## config.mk

```make
export PLATFORM = sky130hd
export DESIGN_NAME = bmhq_ctrl
export DESIGN_NICKNAME = d
export VERILOG_FILES = /design/src/rtl/bmhq_pkg.sv /design/src/rtl/bmhq_ctrl.sv
export SDC_FILE = /design/constraint.sdc
export NUM_CORES = 1
export LEC_CHECK = 0
export BUFFER_PORTS_ARGS = -buffer_cell sky130_fd_sc_hd__buf_2
export CORE_MARGIN = 3
export CORE_UTILIZATION = 45
export CTS_BUF_LIST = sky130_fd_sc_hd__clkbuf_16
export DETAILED_ROUTE_END_ITERATION = 12
export GPL_ROUTABILITY_DRIVEN = 0
export PLACE_DENSITY = 0.81
export SLEW_MARGIN = 0
export SYNTH_ARGS = -nofsm -noshare
export SYNTH_HDL_FRONTEND = slang
export SYNTH_SLANG_ARGS = --single-unit
```

## constraint.sdc

```tcl
create_clock -name clk -period 1.3 [get_ports clk]
set_input_delay 0.195 -clock clk [delete_from_list [all_inputs] [get_ports clk]]
set_output_delay 0.195 -clock clk [all_outputs]
set_load 0.05 [all_outputs]
```

## src/rtl/bmhq_pkg.sv

```systemverilog
// ----------------------------------------------------------------------------
// bmhq_pkg
// Shared types and constants of the binary min-heap queue: request codes,
// result status codes, controller states and the controller/datapath bundles.
// ----------------------------------------------------------------------------
package bmhq_pkg;

  localparam int DEPTH_DEF      = 1024;
  localparam int COST_BITS_DEF  = 20;
  localparam int COORD_BITS_DEF = 5;
  localparam int HEADING_BITS   = 2;
  localparam int STATUS_BITS    = 2;

  // request codes on in_cmd
  localparam logic CMD_PUSH = 1'b0;
  localparam logic CMD_POP  = 1'b1;

  typedef enum logic [STATUS_BITS-1:0] {
    STAT_OK    = 2'd0,
    STAT_EMPTY = 2'd1,
    STAT_FULL  = 2'd2
  } stat_code_t;

  typedef enum logic [3:0] {
    S_IDLE,
    S_UP,
    S_UP_CMP,
    S_POP_ROOT,
    S_POP_LAST,
    S_POP_MOVED,
    S_DN,
    S_DN_L,
    S_DN_R,
    S_DN_CMP,
    S_DONE
  } fsm_state_t;

  typedef enum logic [2:0] {
    RD_NONE,
    RD_PARENT,
    RD_ROOT,
    RD_LAST,
    RD_LEFT,
    RD_RIGHT
  } rd_sel_t;

  typedef enum logic [1:0] {
    WR_NONE,
    WR_ENTRY,
    WR_PARENT,
    WR_CHILD
  } wr_sel_t;

  typedef struct packed {
    logic    load_in;
    logic    fill_inc;
    logic    fill_dec;
    rd_sel_t rd_sel;
    wr_sel_t wr_sel;
    logic    up_step;
    logic    dn_step;
    logic    cap_top;
    logic    cap_moved;
    logic    cap_left;
    logic    cmp_right;
    logic    load_out;
  } dp_cmd_t;

  typedef struct packed {
    logic in_push;
    logic in_err;
    logic at_root;
    logic parent_le;
    logic kid_ok;
    logic right_ok;
    logic moved_le;
    logic out_free;
  } dp_stat_t;

endpackage

```

## src/rtl/bmhq_ctrl.sv

```systemverilog
// ----------------------------------------------------------------------------
// bmhq_ctrl
// Sequencer of the heap: accepts one request, walks the sift-up or
// sift-down loop one level at a time and hands the result to the output.
// ----------------------------------------------------------------------------
module bmhq_ctrl (
  input  logic               clk,
  input  logic               rst_n,
  input  logic               in_valid,
  output logic               in_ready,
  input  bmhq_pkg::dp_stat_t stat,
  output bmhq_pkg::dp_cmd_t  cmd
);
  import bmhq_pkg::*;

  fsm_state_t state_r;
  fsm_state_t state_nxt;

  always_ff @(posedge clk) begin
    if (!rst_n) begin
      state_r <= S_IDLE;
    end else begin
      state_r <= state_nxt;
    end
  end

  always_comb begin
    state_nxt = state_r;
    case (state_r)
      S_IDLE: begin
        if (in_valid) begin
          if (stat.in_err) begin
            state_nxt = S_DONE;
          end else if (stat.in_push) begin
            state_nxt = S_UP;
          end else begin
            state_nxt = S_POP_ROOT;
          end
        end
      end
      S_UP:        state_nxt = stat.at_root ? S_DONE : S_UP_CMP;
      S_UP_CMP:    state_nxt = stat.parent_le ? S_DONE : S_UP;
      S_POP_ROOT:  state_nxt = S_POP_LAST;
      S_POP_LAST:  state_nxt = S_POP_MOVED;
      S_POP_MOVED: state_nxt = S_DN;
      S_DN:        state_nxt = stat.kid_ok ? S_DN_L : S_DONE;
      S_DN_L:      state_nxt = stat.right_ok ? S_DN_R : S_DN_CMP;
      S_DN_R:      state_nxt = stat.moved_le ? S_DONE : S_DN;
      S_DN_CMP:    state_nxt = stat.moved_le ? S_DONE : S_DN;
      S_DONE:      state_nxt = stat.out_free ? S_IDLE : S_DONE;
      default:     state_nxt = S_IDLE;
    endcase
  end

  always_comb begin
    cmd        = '0;
    cmd.rd_sel = RD_NONE;
    cmd.wr_sel = WR_NONE;
    in_ready   = 1'b0;
    case (state_r)
      S_IDLE: begin
        in_ready     = 1'b1;
        cmd.load_in  = in_valid;
        cmd.fill_inc = in_valid && stat.in_push && !stat.in_err;
      end
      S_UP: begin
        if (stat.at_root) begin
          cmd.wr_sel = WR_ENTRY;
        end else begin
          cmd.rd_sel = RD_PARENT;
        end
      end
      S_UP_CMP: begin
        if (stat.parent_le) begin
          cmd.wr_sel = WR_ENTRY;
        end else begin
          cmd.wr_sel  = WR_PARENT;
          cmd.up_step = 1'b1;
        end
      end
      S_POP_ROOT: begin
        cmd.rd_sel   = RD_ROOT;
        cmd.fill_dec = 1'b1;
      end
      S_POP_LAST: begin
        cmd.cap_top = 1'b1;
        cmd.rd_sel  = RD_LAST;
      end
      S_POP_MOVED: begin
        cmd.cap_moved = 1'b1;
      end
      S_DN: begin
        if (stat.kid_ok) begin
          cmd.rd_sel = RD_LEFT;
        end else begin
          cmd.wr_sel = WR_ENTRY;
        end
      end
      S_DN_L: begin
        cmd.cap_left = 1'b1;
        if (stat.right_ok) begin
          cmd.rd_sel = RD_RIGHT;
        end
      end
      S_DN_R, S_DN_CMP: begin
        cmd.cmp_right = (state_r == S_DN_R);
        if (stat.moved_le) begin
          cmd.wr_sel = WR_ENTRY;
        end else begin
          cmd.wr_sel  = WR_CHILD;
          cmd.dn_step = 1'b1;
        end
      end
      S_DONE: begin
        cmd.load_out = stat.out_free;
      end
      default: begin
        cmd.load_out = 1'b0;
      end
    endcase
  end

endmodule

```

==> metrics.md, run 1 <==
| Metric | Value |
|---|---|
| Depth of the CTS H-tree | `1` |
| Bufs on Longest Clock Path | `2` |
| Synthesized netlist cell count | `80` |
| Resized cells post-CTS | `53` |
| Die outline height | `42.91 µm` |
| Post-synth design cell area | `613.1 µm²` |
| Error that ended the run | `[ERROR DPL-0038] Utilization greater than 100%, impossible to legalize` |
| Placement row count | `12` |
| Largest cells by area after synthesis | `sky130_fd_sc_hd__dfxtp_1 13%, sky130_fd_sc_hd__buf_6 7.3%, sky130_fd_sc_hd__nand2b_1 7.1%` |
| Sequential fraction of the synthesis area | `13.06%` |
| CTS buffer count | `3` |
| Worst setup slack before clock tree synthesis | `-223.9 ps` |
| Area share of the largest cell type after synthesis | `13.06%` |
| Initial core utilization | `51.69%` |
| CTS Hold Bufs | `0` |
| Stop stage | `4_1_cts` |
| Half-perimeter wire length after detailed placement | `1.581 mm` |
| Count of cell types in the netlist | `37` |
| Synthesized flop and latch total | `4` |
| Clock root buffer | `sky130_fd_sc_hd__clkbuf_16` |
| Total of buffers placed on input and output ports | `26` |
| TritonCTS sink count | `4` |
| DP Area | `1001 µm²` |
| Number of buffers inserted by post-CTS setup repair | `6` |
| Die outline width | `42.91 µm` |
| Average footprint of a synthesized cell | `7.664 µm²` |
| Syn nets | `91` |
| Library cell with the largest summed area after synthesis | `sky130_fd_sc_hd__dfxtp_1` |
| Top-level I/O count | `27` |
| Warning count from the yosys run | `0` |
| Outcome | `aborted with a tool error` |
[through the flow]
step | setup TNS, ps | hold WS, ps | cells
2_1_floorplan | -3655 | 367.4 | 80
3_3_place_gp | -1163 | 507.3 | 133
3_5_place_dp | -1586 | 514.5 | 133
[cell usage after synthesis]
cell,count
sky130_fd_sc_hd__buf_6,4
sky130_fd_sc_hd__nor2_1,11
sky130_fd_sc_hd__nand2b_2,1
sky130_fd_sc_hd__inv_1,2
sky130_fd_sc_hd__and3b_1,1
sky130_fd_sc_hd__buf_12,1
sky130_fd_sc_hd__nand4_1,1
sky130_fd_sc_hd__nor3b_1,2
sky130_fd_sc_hd__nor3_1,6
sky130_fd_sc_hd__a31oi_1,1
sky130_fd_sc_hd__o21ai_1,2
sky130_fd_sc_hd__nor3_2,1
sky130_fd_sc_hd__a21o_1,1
sky130_fd_sc_hd__a22oi_1,2
sky130_fd_sc_hd__and4b_1,1
sky130_fd_sc_hd__o211ai_1,1
sky130_fd_sc_hd__a21oi_1,7
sky130_fd_sc_hd__nand2b_1,7
sky130_fd_sc_hd__and2_1,1
sky130_fd_sc_hd__dfxtp_1,4
sky130_fd_sc_hd__nand4bb_1,1
sky130_fd_sc_hd__or2_1,1
sky130_fd_sc_hd__o22a_1,2
sky130_fd_sc_hd__nand3b_1,2
sky130_fd_sc_hd__nor4_4,1
sky130_fd_sc_hd__and4_1,1
sky130_fd_sc_hd__and2b_1,1
sky130_fd_sc_hd__nand2_4,1
sky130_fd_sc_hd__a2111oi_1,1
sky130_fd_sc_hd__nand2_1,2
sky130_fd_sc_hd__buf_1,1
sky130_fd_sc_hd__o21ai_0,1
sky130_fd_sc_hd__nor4b_2,1
sky130_fd_sc_hd__mux2i_1,3
sky130_fd_sc_hd__nor4_2,1
sky130_fd_sc_hd__nor2b_1,1
sky130_fd_sc_hd__buf_2,2
[kinds of logic after synthesis]
group / Yosys count / share of synthesized area (%)
AND/OR/NAND/NOR: 45 / 49.39
AO/OA/AOI/OAI: 18 / 18.57
buffers and inverters: 10 / 14.08
flip-flops: 4 / 13.06
multiplexers: 3 / 4.898
==> run 2, diff against run 1 <==
Settings changed: CORE_AREA set to 3 3 64 66, CORE_MARGIN 3 to not set, CORE_UTILIZATION 45 to not set, CTS_BUF_LIST sky130_fd_sc_hd__clkbuf_16 to not set, DIE_AREA set to 0 0 67 69, PLACE_DENSITY 0.81 to not set, PLACE_DENSITY_LB_ADDON set to 0.15.
==> metrics.md, run 2 <==
| Metric | Value |
|---|---|
| Maximum number of pins on one net before global-route repair | `11` |
| Dominant cell by count in the synthesized netlist | `sky130_fd_sc_hd__nor2_1` |
| Leakage dissipation | `0.0005767 µW` |
| Library cell with the largest summed area after synthesis | `sky130_fd_sc_hd__dfxtp_1` |
| Area overhead of the layout relative to synthesis | `126.7%` |
| Cell with the largest stage delay on the worst path | `sky130_fd_sc_hd__dfxtp_4` |
| Count of cell types in the netlist | `37 (unchanged)` |
| Top-level I/O count | `27 (unchanged)` |
| Worst Hold Class | `primary input to flip-flop` |
| TritonCTS sink count | `4 (unchanged)` |
| Most common library cell in the layout ignoring fill and taps | `sky130_fd_sc_hd__buf_6` |
| CTS buffer count | `3 (unchanged)` |
| Placement row count | `22 (+10)` |
| Maximum cell stage delay along the critical path | `360 ps` |
| Initial core utilization | `16.87% (-35 points)` |
| Worst Tran Pin Value | `302.9 ps` |
| Depth of the CTS H-tree | `1 (unchanged)` |
| Average routed wire per standard cell | `11.74 µm` |
| Post-CTS clock slew at the launch and capture registers of the worst setup and hold paths | `30 ps` |
| Critical Path, Cell by Cell | `nor4_4 -> and2_4 -> nor2b_4 -> buf_6` |
| Post-Synth Simple-Gate Area | `49.39% (unchanged)` |
| Bufs on Longest Clock Path | `2 (unchanged)` |
| Cell depth of the worst min-delay path | `3` |
| Largest registers in the final layout | `state_r (4)` |
| Outcome | `finished, violations left` |
| Routed wire length | `2.113 mm` |
| Number of antenna violations at the first check in global routing | `0` |
| Final setup violation count | `18` |
| Total grt overflow | `0` |
| EDFF count, synth | `0 (unchanged)` |
| Main combinational cell family by area after synthesis | `simple AND/OR/NAND/NOR gates` |
| Number of antenna diodes | `0` |
| Die outline height | `69 µm (+61%)` |
| Leading register cell type out of synthesis | `sky130_fd_sc_hd__dfxtp_1` |
| Power per standard cell area | `2396 nW/µm²` |
| Half-perimeter wire length after detailed placement | `1.564 mm (-1.0%)` |
| Most frequent cells in the layout | `24 x sky130_fd_sc_hd__buf_6, 15 x sky130_fd_sc_hd__buf_4, 10 x sky130_fd_sc_hd__buf_2` |
| Clock root buffer | `sky130_fd_sc_hd__clkbuf_8` |
| Proportion of synthesized flip-flops having asynchronous set or reset | `0% (unchanged)` |
| DP Area | `1033 µm² (+3.2%)` |
| Area taken by multi-input logic gates | `641.9 µm²` |
| Post-route DRC | `0` |
| Die Outline Area | `4623 µm²` |
| Compound-Gate Fraction of Synth Area | `18.57% (unchanged)` |
| CTS Hold Bufs | `0 (unchanged)` |
| Number of failing hold endpoints at the final stage | `0` |
| Clk_lat worst skew | `210 ps` |
| Largest fanout of any net on the critical path | `6` |
| Syn nets | `91 (unchanged)` |
| Total of buffers placed on input and output ports | `26 (unchanged)` |
| Multiplexer share of the synthesized area | `4.898% (unchanged)` |
| Adder-cell area share of the yosys netlist | `0% (unchanged)` |
| Post-Route Skew | `2.855 ps` |
| WP data required | `1110 ps` |
| Cell total after placement | `169 (+27%)` |
| Net count of the finished layout | `144` |
| Share of the clock period used by the worst path | `119.3%` |
| Number of global-route vias before repair | `815` |
| Total track usage | `9.873%` |
| Warning count from the yosys run | `0 (unchanged)` |
| Fin worst setup slack | `-250.6 ps` |
| Final Critical Period | `1551 ps` |
| Finished layout cell area | `1390 µm²` |
| Post-synth design cell area | `613.1 µm² (unchanged)` |
| Leading cell types by count after synthesis | `11 x sky130_fd_sc_hd__nor2_1, 7 x sky130_fd_sc_hd__a21oi_1, 7 x sky130_fd_sc_hd__nand2b_1, 6 x sky130_fd_sc_hd__nor3_1` |
| # fillers | `374` |
| Post-Route Setup TNS | `-2319 ps` |
| Final standard cell count with taps included and fillers excluded | `180` |
| XOR/XNOR Fraction of Synth Area | `0% (unchanged)` |
| Post-route ant nets | `0` |
| Sequential fraction of the synthesis area | `13.06% (unchanged)` |
| Cells on worst reg2reg path | `7` |
| Startpoint-to-endpoint class of the critical path | `flip-flop to primary output` |
| Failing checks | `setup timing` |
| Max-slew violations | `0` |
| Largest register FFs | `4` |
| Placeable core region | `3633 µm²` |
| Crit path capture type | `primary output` |
| Critical Path Start Type | `flip-flop` |
| TritonCTS clock tree | `built` |
| Synthesized netlist cell count | `80 (unchanged)` |
| Vias | `755` |
| Tightest slew margin relative to the limit | `79.77%` |
| Pre-antenna DRT Iters | `4` |
| Register ranked first by flip-flop count | `state_r` |
| Final core utilization | `38.26%` |
| Vias per Instance | `4.194` |
| Max rail drop VDD | `696.4 µV` |
| Max Clk Rate | `644.9 MHz` |
| Synthesized flop and latch total | `4 (unchanged)` |
| Fraction of layout instances using a drive strength above 1 | `72.73%` |
| Largest cells by area after synthesis | `sky130_fd_sc_hd__dfxtp_1 13%, sky130_fd_sc_hd__buf_6 7.3%, sky130_fd_sc_hd__nand2b_1 7.1%` |
| Data arrival at the endpoint of the critical path | `1360 ps` |
| Area share of the largest cell type after synthesis | `13.06% (unchanged)` |
| Average footprint of a synthesized cell | `7.664 µm² (unchanged)` |
| Hold slack | `259.1 ps` |
| Starting DRT DRC Count | `30` |
| Number of max-cap violations | `0` |
| Unrepaired setup endpoints after global routing | `yes` |
| Wire length of the first global-routing pass | `3.574 mm` |
| Die outline width | `67 µm (+56%)` |
| Sequential cell area in the final layout | `95.09 µm²` |
[run 2: repair_timing]
| action | 4_1_cts | 5_1_grt |
|---|---|---|
| hold endpoints to repair | 0 | 0 |
| buffers inserted | 8 | 2 |
| pin swaps | 13 | 7 |
| resized for setup | 63 | 12 |
| endpoints found under the setup margin | 18 | 20 |
[run 2: path summary, 6_finish.rpt]
path / startpoint / end / slack, ps
setup / recovery: state_r[0]$_SDFFE_PN0P_ / cmd[13] / -250
hold / removal: rst_n / state_r[2]$_SDFFE_PN0P_ / 260
setup reg to reg: state_r[0]$_SDFFE_PN0P_ / state_r[3]$_SDFFE_PN0P_ / -100
hold reg to reg: state_r[3]$_SDFFE_PN0P_ / state_r[3]$_SDFFE_PN0P_ / 720
[run 2: area by class of cell]
type	count	area share [%]
clock buffer	4	3.240
inverter	2	0.5401
multi-input combinational	66	46.17
sequential	4	6.841
tap	48	4.320
timing repair buffer	56	38.88
[run 2: routing by layer]
layer / global-route usage [%] / vias to the layer above / wire (µm)
met1: 12.32 / 346 / 896
met2: 17.14 / 16 / 1143
li1: - / 393 / -
met5: 0 / - / 0
met4: 3.378 / 0 / 0
met3: 0.9772 / 0 / 72
[run 2: stage by stage]
stage               setup slack [ps]  power [µW]
CTS                           -261.6        3250
finish                        -250.6        3330
floorplan                     -788.9        1791
detailed placement            -129.5        2335
global placement              -143.5        2335
global route                  -329.4        3563
[run 2: critical path, delay by kind of cell, from the launching register on]
family,cells,cell delay [ps]
buf+inv,1,160
flops,1,360
simple gates,3,610
[run 2: power by group]
| group | switching, µW | leakage (µW) | internal [µW] |
|---|---|---|---|
| Clock | 60.1 | 0.0000228 | 209 |
| Sequential | 121 | 0.0000356 | 194 |
| Combinational | 1390 | 0.000518 | 1360 |
| Total | 1570 | 0.000577 | 1760 |
[run 2: cell families after synthesis]
logic type / count (synthesis)
mux: 3
buf+inv: 10
simple gates: 45
compound gates: 18
flops: 4
Note: power is estimated with default switching activity, not from simulation.
==> run 3, diff against run 2 <==
Settings changed: CORE_AREA 3 3 64 66 to 2 2 63 65, CTS_CLUSTER_SIZE set to 40, DIE_AREA 0 0 67 69 to 0 0 65 67.
==> metrics.md, run 3 (synthesis results as in run 2) <==
| Metric | Value |
|---|---|
| Die outline width | `65 µm (-3.0%)` |
| Vias per Instance | `4.364 (+4.0%)` |
| Post-Route Skew | `1.847 ps (-1.008 ps)` |
| Cell total after placement | `167 (-1.2%)` |
| Maximum number of pins on one net before global-route repair | `11 (unchanged)` |
| Hold path startpoint | `rst_n` |
| Number of antenna diodes | `0 (unchanged)` |
| Fraction of layout instances using a drive strength above 1 | `75.00% (+2.3 points)` |
| Starting DRT DRC Count | `32 (+6.7%)` |
| Largest register FFs | `4 (unchanged)` |
| Placeable core region | `3606 µm² (-0.76%)` |
| Crit Reg-Reg Startpoint | `state_r[1]$_SDFFE_PN0P_` |
| Worst Tran Pin Value | `271.4 ps (-31.49 ps)` |
| WP data required | `1110 ps (about the same)` |
| Data arrival at the endpoint of the critical path | `1330 ps (-30 ps)` |
| Initial core utilization | `17.00% (+0.13 points)` |
| DR WL met3 | `87 µm (+21%)` |
| Max rail drop VDD | `934.9 µV (+34%)` |
| Number of antenna violations at the first check in global routing | `0 (unchanged)` |
| Routed wire length | `2.210 mm (+4.6%)` |
| Tightest slew margin relative to the limit | `81.91% (+2.1 points)` |
| Clock root buffer | `sky130_fd_sc_hd__clkbuf_8` |
| Number of global-route vias before repair | `754 (-7.5%)` |
| Cells on worst reg2reg path | `5 (-2)` |
| Average routed wire per standard cell | `12.01 µm (+2.3%)` |
| Highest routing layer actually used | `met4` |
| Clk_lat worst skew | `220 ps (about the same)` |
| Depth of the CTS H-tree | `1 (unchanged)` |
| Critical register-to-register path endpoint | `state_r[1]$_SDFFE_PN0P_` |
| Critical Path Start Type | `flip-flop` |
| Outcome | `finished, violations left` |
| Share of the clock period used by the worst path | `117.6% (-1.7 points)` |
| Total track usage | `10.59% (+0.72 points)` |
| Most frequent cells in the layout | `21 x sky130_fd_sc_hd__buf_4, 19 x sky130_fd_sc_hd__buf_6, 10 x sky130_fd_sc_hd__buf_2` |
| Worst setup slack before clock tree synthesis | `-131.3 ps (-1.779 ps)` |
| TritonCTS sink count | `4 (unchanged)` |
| Bufs on Longest Clock Path | `2 (unchanged)` |
| Half-perimeter wire length after detailed placement | `1.674 mm (+7.0%)` |
| TritonCTS clock tree | `built` |
| Vias | `803 (+6.4%)` |
| Die Outline Area | `4355 µm² (-5.8%)` |
| Total of buffers placed on input and output ports | `26 (unchanged)` |
| Wire length of the first global-routing pass | `3.539 mm (-0.98%)` |
| Cell with the largest stage delay on the worst path | `sky130_fd_sc_hd__dfxtp_4` |
| Number of max-cap violations | `0 (unchanged)` |
| Register ranked first by flip-flop count | `state_r` |
| Final setup violation count | `17 (-1)` |
| Pre-antenna DRT Iters | `2 (-2)` |
| Number of failing hold endpoints at the final stage | `0 (unchanged)` |
| Net count of the finished layout | `148 (+2.8%)` |
| Die outline height | `67 µm (-2.9%)` |
| Largest fanout of any net on the critical path | `5 (-1)` |
| Final core utilization | `40.60% (+2.3 points)` |
| Cell depth of the worst min-delay path | `3 (unchanged)` |
| Total grt overflow | `0 (unchanged)` |
| Leakage dissipation | `0.0006043 µW (+4.8%)` |
| Hold slack | `244.5 ps (-14.61 ps)` |
| Largest registers in the final layout | `state_r (4)` |
| Max-slew violations | `0 (unchanged)` |
| CTS buffer count | `3 (unchanged)` |
| Final standard cell count with taps included and fillers excluded | `184 (+2.2%)` |
| Final Critical Period | `1529 ps (-21.88 ps)` |
| Post-route ant nets | `0 (unchanged)` |
| Most common library cell in the layout ignoring fill and taps | `sky130_fd_sc_hd__buf_4` |
| Startpoint-to-endpoint class of the critical path | `flip-flop to primary output` |
| Post-CTS clock slew at the launch and capture registers of the worst setup and hold paths | `30 ps (about the same)` |
| Total met2 wirelength after detailed routing | `1.107 mm (-3.1%)` |
| Area overhead of the layout relative to synthesis | `138.8%` |
| Worst Hold Class | `primary input to flip-flop` |
| Top-level I/O count | `27 (unchanged)` |
| Metal-1 WL | `974 µm (+8.7%)` |
| Power per standard cell area | `2362 nW/µm² (-1.4%)` |
| Fin worst setup slack | `-228.8 ps (+21.88 ps)` |
| Post-route DRC | `0 (unchanged)` |
| Power after layout | `3458 µW (+3.8%)` |
| Maximum cell stage delay along the critical path | `360 ps (about the same)` |
| Max Clk Rate | `654.1 MHz (+1.4%)` |
| Critical Path, Cell by Cell | `nor4_4 -> and2_4 -> nor2b_4 -> buf_8` |
| Hold worst-path end | `state_r[2]$_SDFFE_PN0P_` |
| R2R Setup Slk | `-60 ps (+40 ps)` |
| Placement row count | `22 (unchanged)` |
| Unrepaired setup endpoints after global routing | `yes` |
| Crit path capture type | `primary output` |
| Failing checks | `setup timing` |
## run 3: changes by cell type in the layout (fill, tap and decap cells not counted), sizes merged
| cell | previous run | this run |
|---|---|---|
| buf | 55 | 59 |
## run 3: worst max-delay path by stage
stage	slack [ps]	cells after the start	startpoint	to
floorplan	-790	4	state_r[0]$_SDFFE_PN0P_	cmd[13]
global placement	-140	4	state_r[1]$_SDFFE_PN0P_	state_r[1]$_SDFFE_PN0P_
detailed placement	-130	4	state_r[1]$_SDFFE_PN0P_	state_r[1]$_SDFFE_PN0P_
CTS	-230	4	state_r[1]$_SDFFE_PN0P_	cmd[13]
global route	-270	6	state_r[0]$_SDFFE_PN0P_	cmd[9]
finish	-230	4	state_r[3]$_SDFFE_PN0P_	cmd[13]
## run 3: layout make-up
cell class / instances / area [µm²]
inverters: 2 / 7.507
well taps: 48 / 60.06
clock buffers: 4 / 45.04
flip-flops and latches: 4 / 95.09
multi-input cells: 66 / 669.4
repair buffers: 60 / 586.8
fillers: 365 / 2142
## run 3: worst max-delay path: cells and delay by family (launching register included)
| family | cells | cell delay (ps) |
|---|---|---|
| AND/OR/NAND/NOR | 3 | 610 |
| flip-flops | 1 | 360 |
| buffers and inverters | 1 | 150 |
## run 3: metrics by stage
step	setup TNS, ps	area, µm²
2_1_floorplan	-3655	754.5
4_1_cts	-2640	1316
3_5_place_dp	-988.5	1018
5_1_grt	-3524	1464
6_report	-2527	1464
3_3_place_gp	-901.3	1018
## run 3: power breakdown
part	switching, µW	leakage [µW]	internal (µW)
clock network	67.4	0.0000228	210
registers	125	0.0000356	194
logic	1410	0.000546	1450
total	1610	0.000604	1850
## run 3: layer usage
metal | vias up | GRT usage [%]
met5 | - | 0
met4 | 0 | 4.521
met3 | 4 | 2.365
met2 | 17 | 17.91
met1 | 379 | 12.84
li1 | 403 | -
## run 3: repair_timing
item	4_1_cts	5_1_grt
cloned	0	1
setup endpoints to repair	18	20
hold buffers	0	0
pin swaps	11	19
hold endpoints to repair	0	0
setup buffers	6	6
resized for setup	58	20
